==> config.mk <==
export PLATFORM = sky130hd
export DESIGN_NAME = posa_ctrl
export DESIGN_NICKNAME = d
export VERILOG_FILES = /design/src/rtl/core/posa_pkg.sv /design/src/rtl/core/posa_ctrl.sv
export SDC_FILE = /design/constraint.sdc
export NUM_CORES = 1
export LEC_CHECK = 0
export BUFFER_PORTS_ARGS = -buffer_cell sky130_fd_sc_hd__buf_2
export CORE_AREA = 4 4 41 43
export CTS_BUF_LIST = sky130_fd_sc_hd__clkbuf_2 sky130_fd_sc_hd__clkbuf_4 sky130_fd_sc_hd__clkbuf_8
export CTS_CLUSTER_DIAMETER = 80
export DETAILED_ROUTE_END_ITERATION = 12
export DIE_AREA = 0 0 45 47
export GPL_TIMING_DRIVEN = 0
export SLEW_MARGIN = 25
export SYNTH_ARGS = -nofsm -noshare
export SYNTH_HDL_FRONTEND = slang
export SYNTH_SLANG_ARGS = --single-unit
==> constraint.sdc <==
create_clock -name clk -period 1.1 [get_ports clk]
set_input_delay 0.055 -clock clk [delete_from_list [all_inputs] [get_ports clk]]
set_output_delay 0.055 -clock clk [all_outputs]
set_load 0.05 [all_outputs]
==> src/rtl/core/posa_pkg.sv <==
// Shared types for the per-operator statistics accumulator.
// Holds the entry layout, item kinds, controller states and control/status structs.
// No dependencies.
`timescale 1ns / 1ps

package posa_pkg;

    // Reset value of the operators-in-use register
    localparam logic [4:0] OPS_RESET = 5'd16;

    // Input item kinds
    localparam logic KIND_RECORD = 1'b0;
    localparam logic KIND_DUMP   = 1'b1;

    // One statistics entry as held in the store
    typedef struct packed {
        logic [31:0] cnt;
        logic [63:0] data;
        logic [63:0] lat;
    } entry_t;

    // Controller states
    typedef enum logic [2:0] {
        ST_IDLE,
        ST_DRAIN,
        ST_READ,
        ST_LOAD,
        ST_SEND,
        ST_CLEAR
    } state_t;

    // Commands from controller to datapath
    typedef struct packed {
        logic take_event;   // record item accepted this cycle
        logic rd_dump;      // read store at dump index
        logic load_out;     // capture read data into output register
        logic idx_clear;    // restart dump index
        logic idx_step;     // advance dump index
        logic clear_all;    // clear every entry
    } ctl_cmd_t;

    // Status from datapath to controller
    typedef struct packed {
        logic pipe_busy;    // record items still in flight
        logic cnt_zero;     // no operators in use
        logic idx_last;     // dump index is the final entry
        logic out_taken;    // output item accepted this cycle
    } dp_status_t;

endpackage

==> src/rtl/core/posa_ctrl.sv <==
// Controller for the statistics accumulator: input handshake and dump sequence.
// Depends on posa_pkg.
`timescale 1ns / 1ps

module posa_ctrl
    import posa_pkg::*;
(
    input  logic       clk,
    input  logic       rst_n,
    input  logic       in_valid,
    input  logic       kind,
    output logic       in_ready,
    input  dp_status_t status,
    output ctl_cmd_t   cmd
);

    state_t state_reg;
    state_t state_next;

    // State register
    always_ff @(posedge clk or negedge rst_n)
    begin
        if (!rst_n)
        begin
            state_reg <= ST_IDLE;
        end
        else
        begin
            state_reg <= state_next;
        end
    end

    // Next state and commands
    always_comb
    begin
        state_next = state_reg;
        cmd        = '0;
        in_ready   = 1'b0;
        case (state_reg)
            ST_IDLE:
            begin
                in_ready = 1'b1;
                if (in_valid)
                begin
                    if (kind == KIND_DUMP)
                    begin
                        cmd.idx_clear = 1'b1;
                        state_next    = ST_DRAIN;
                    end
                    else
                    begin
                        cmd.take_event = 1'b1;
                    end
                end
            end
            ST_DRAIN:
            begin
                // let in-flight updates land before reading the store
                if (!status.pipe_busy)
                begin
                    if (status.cnt_zero)
                    begin
                        state_next = ST_CLEAR;
                    end
                    else
                    begin
                        cmd.rd_dump = 1'b1;
                        state_next  = ST_LOAD;
                    end
                end
            end
            ST_READ:
            begin
                cmd.rd_dump = 1'b1;
                state_next  = ST_LOAD;
            end
            ST_LOAD:
            begin
                cmd.load_out = 1'b1;
                state_next   = ST_SEND;
            end
            ST_SEND:
            begin
                if (status.out_taken)
                begin
                    if (status.idx_last)
                    begin
                        state_next = ST_CLEAR;
                    end
                    else
                    begin
                        cmd.idx_step = 1'b1;
                        state_next   = ST_READ;
                    end
                end
            end
            ST_CLEAR:
            begin
                cmd.clear_all = 1'b1;
                state_next    = ST_IDLE;
            end
            default:
            begin
                state_next = ST_IDLE;
            end
        endcase
    end

endmodule

== Yosys cells after proc, flatten, opt, wreduce, memory -nomap -nowiden ==
Index checks and enable logic that the tools add are counted.

* Equal/unequal tests: 9
* Muxes and demuxes: 22
* Reductions and logical operators: 2

{| class="wikitable"
|+ Operators with widths
! kind !! number
|-
| 2-to-1 mux 3 bit || 6
|-
| one-hot mux 3 bit (5 select lines) || 1
|-
| 2-to-1 mux 1 bit || 14
|-
| != test 2 bit, second input constant || 4
|-
| == test 3 x 2 -> 1 bit, second input constant || 2
|-
| == test 3 bit, second input constant || 2
|-
| AND reduction 4 bit || 1
|-
| == test 3 x 1 -> 1 bit, second input constant || 1
|-
| zero test 3 bit || 1
|-
| one-hot mux 1 bit (2 select lines) || 1
|}

* Register bits after elaboration: 3
* Output and inout bits: 7
* Logic and storage cells: 34

== Logic depth before layout (Yosys ltp) ==
* Depth in word-level cells: 3
* Gate-level depth with buffers: 5
* Depth with buffers taken out: 4

== Worst setup path after synthesis ==
No wires, ideal clock.

* Path kind: register to output
* Start point: register state_reg[1]
* End point: output port cmd[5] (netlist name)
* Arrival time: 2.511 ns
* Slack: -1.466 ns
* Stages on the path, launching flop included: 5
* Cell sequence: dfrtp_1 -> buf_4 -> nor3_1 -> nand2_1 -> nor2_1

{| class="wikitable"
|+ RTL lines
! item !! line !! source
|-
| from (decl) || posa_ctrl.sv:17 || <nowiki>state_t state_reg;</nowiki>
|-
| from (signal assigned) || posa_ctrl.sv:29 || <nowiki>state_reg <= state_next;</nowiki>
|-
| to (decl) || posa_ctrl.sv:14 || <nowiki>output ctl_cmd_t cmd</nowiki>
|}

==> metrics <==
ys async rst share 100%; post-DR wirelength/cell 12.3 um; Hold Crit Class in -> async; initial core utilization 21.9%; #FFs+latches synth 3; post-synthesis instance area 285 um^2; Placement Setup Slack -160 ps; Final Max Tran Viols 0; CTS tree built; Syn. warnings 0; max reg flops 3; post-route ant nets 0; DRC 0; max-cap violation count 0; ANT cells 0; arrival time of the worst setup path 1330 ps; Gate Count Post-Synth 38; NumNets Final 74; RSZ-0062 raised after global routing yes; Period Utilization, post-route 125%; cell accounting for the most synthesized area dfrtp_1; TritonRoute pass-1 iters 2; largest net degree at the start of global routing 11; clk_lat worst skew 240 ps; clock slew seen by the registers of the worst setup and hold paths 40 ps; WP buf/inv 2; Critical Path, Cell by Cell buf_6 -> nor3_4 -> and3_4 -> buf_8; worst-case clock buffer depth 2; grt ovf 0; CTS root buf clkbuf_4; chip height 47 um; status finished with violations; CTS Buf Count 3; die width 45 um; Avg Cell Area, Syn 7.51 um^2; NetSw 0.00105 W; Critical Path Fanout Max 5; DR vias 361; vias per cell 4.51; Post-synth EDFFs 0; Final Hold Vio Count 0; register area share after synthesis 26.3%; synth cell count leaders 6 x nand2_1, 4 x a21oi_1, 4 x nor2_1; most numerous cell in the Yosys netlist nand2_1; Placer Congestion 0.729; CP top delay family flip-flops; Pleak 0.274 nW; placed cells 67; critical path class reg -> out; Crit path required time 1040 ps; all-layer global routing usage 10.9%; setup TNS -2220 ps; syn nets 46; worst hold slack 121 ps; clk sinks 3; H-tree depth 1; clock network power share 10.7%; layout cells sized above 1 75.4%; setup violators final 10; Core ar. 1300 um^2; Power Internal 0.00113 W; combinational power share 77.4%; Layout area overhead 130%; min Tclk post-route 1380 ps; post-route setup slack -280 ps; post-synth top area share 26.3%; global-route wire length before repair 1550 um; vias in the first global route 357; Synth cell types 22; worst slew margin relative to its limit 84.1%; initial antenna violation count 0; failing checks negative setup slack; Switching Share 48.2%; Buffers on Ports 14; Critical-path top delay cell dfrtp_1; Slew @ Worst Pin 237 ps; Starting DRT DRC Count 3; CP Launch Type flip-flop; Power Density 3320 nW/um^2; Max stage delay on crit path 420 ps; Flop pwr share 11.9%; Max IR drop VDD 1.42 mV; io pins 15; final WL 983 um; CP endpoint kind output port; dpl hpwl 560 um; clk_skew 5.37 ps; post-route core utilization 50.5%; Most used DFF post-synth dfrtp_1; top post-synthesis cells by area dfrtp_1 26%, nand2_1 7.9%, a21oi_1 7.0%; die area 2120 um^2; Non-Filler Instances 80; Peak Freq 724 MHz; # rows 13
[cells in the final DEF, fill, tap and decap left out, drive strengths merged]
cell	count
o211ai	1
clkbuf	4
nand2b	1
buf	24
or2	1
a22oi	1
nor3b	3
nor3	2
o22ai	1
nor2	4
dlygate4sd3	1
inv	2
nand3b	1
nor2b	1
nand2	6
o32ai	2
a21oi	5
dfrtp	3
and3	1
o21ai	1
[path summary, 6_finish.rpt]
| check | cells after the start | endpoint | start | slack (ps) |
|---|---|---|---|---|
| worst max-delay path | 4 | cmd[2] | state_reg[1] | -280 |
| worst min-delay path | 2 | state_reg[1] | rst_n | 120 |
| worst max register to register | 6 | state_reg[1] | state_reg[1] | -190 |
| worst min register to register | 2 | state_reg[0] | state_reg[0] | 670 |
| max in group asynchronous | 2 | state_reg[2] | rst_n | 860 |
| min in group clk | 3 | state_reg[0] | status[3] | 120 |
[through the flow]
stage / instance area (um^2) / total power [W]
after floorplan: 349 / 0.00113
after global placement: 438 / 0.00132
after detailed placement: 438 / 0.00131
after CTS: 606 / 0.00194
after global routing: 657 / 0.00231
final: 657 / 0.00218
[kinds of logic (layout without fill, tap and decap cells)]
logic type | Yosys count | in the layout | synth area share, %
and+or+nand+nor | 20 | 20 | 37.7
AOI/OAI and AO/OA | 11 | 11 | 28.1
buffers and inverters | 4 | 31 | 7.89
DFF | 3 | 3 | 26.3
[power groups by stage]
stage	combinational (W)	clock, W	sequential (W)
after floorplan	0.000889	0	0.000239
after global placement	0.00106	0	0.000259
after detailed placement	0.00105	0	0.000257
after CTS	0.00144	0.000243	0.000254
after global routing	0.00178	0.000255	0.000270
final	0.00169	0.000233	0.000260
[area by class of cell]
cell class | instances | area [um^2]
fill | 131 | 644
multi-input combinational | 31 | 294
tap | 15 | 18.8
inverter | 2 | 7.51
sequential | 3 | 77.6
buffer | 2 | 22.5
timing repair buffer | 23 | 206
clock buffer | 4 | 30.0
[metal layers]
| metal | vias to the layer above | share of wire (%) | routed length [um] | global-route usage [%] |
|---|---|---|---|---|
| met3 | 3 | 6.2 | 61 | 2.68 |
| met4 | 0 | 2.8 | 28 | 8.77 |
| met5 | - | 0 | 0 | 0 |
| li1 | 192 | - | - | - |
| met2 | 13 | 49 | 483 | 17.5 |
| met1 | 153 | 42 | 409 | 12.2 |
[timing repair]
| item | 4_1_cts | 5_1_grt |
|---|---|---|
| hold endpoints to repair | 3 | 0 |
| cloned | 0 | 0 |
| endpoints found under the setup margin | 10 | 10 |
| buffers inserted | 6 | 2 |
| pin swaps | 10 | 3 |
| hold buffers | 1 | 0 |
| gates resized for setup | 25 | 8 |
(Power assumes the default switching activity.)
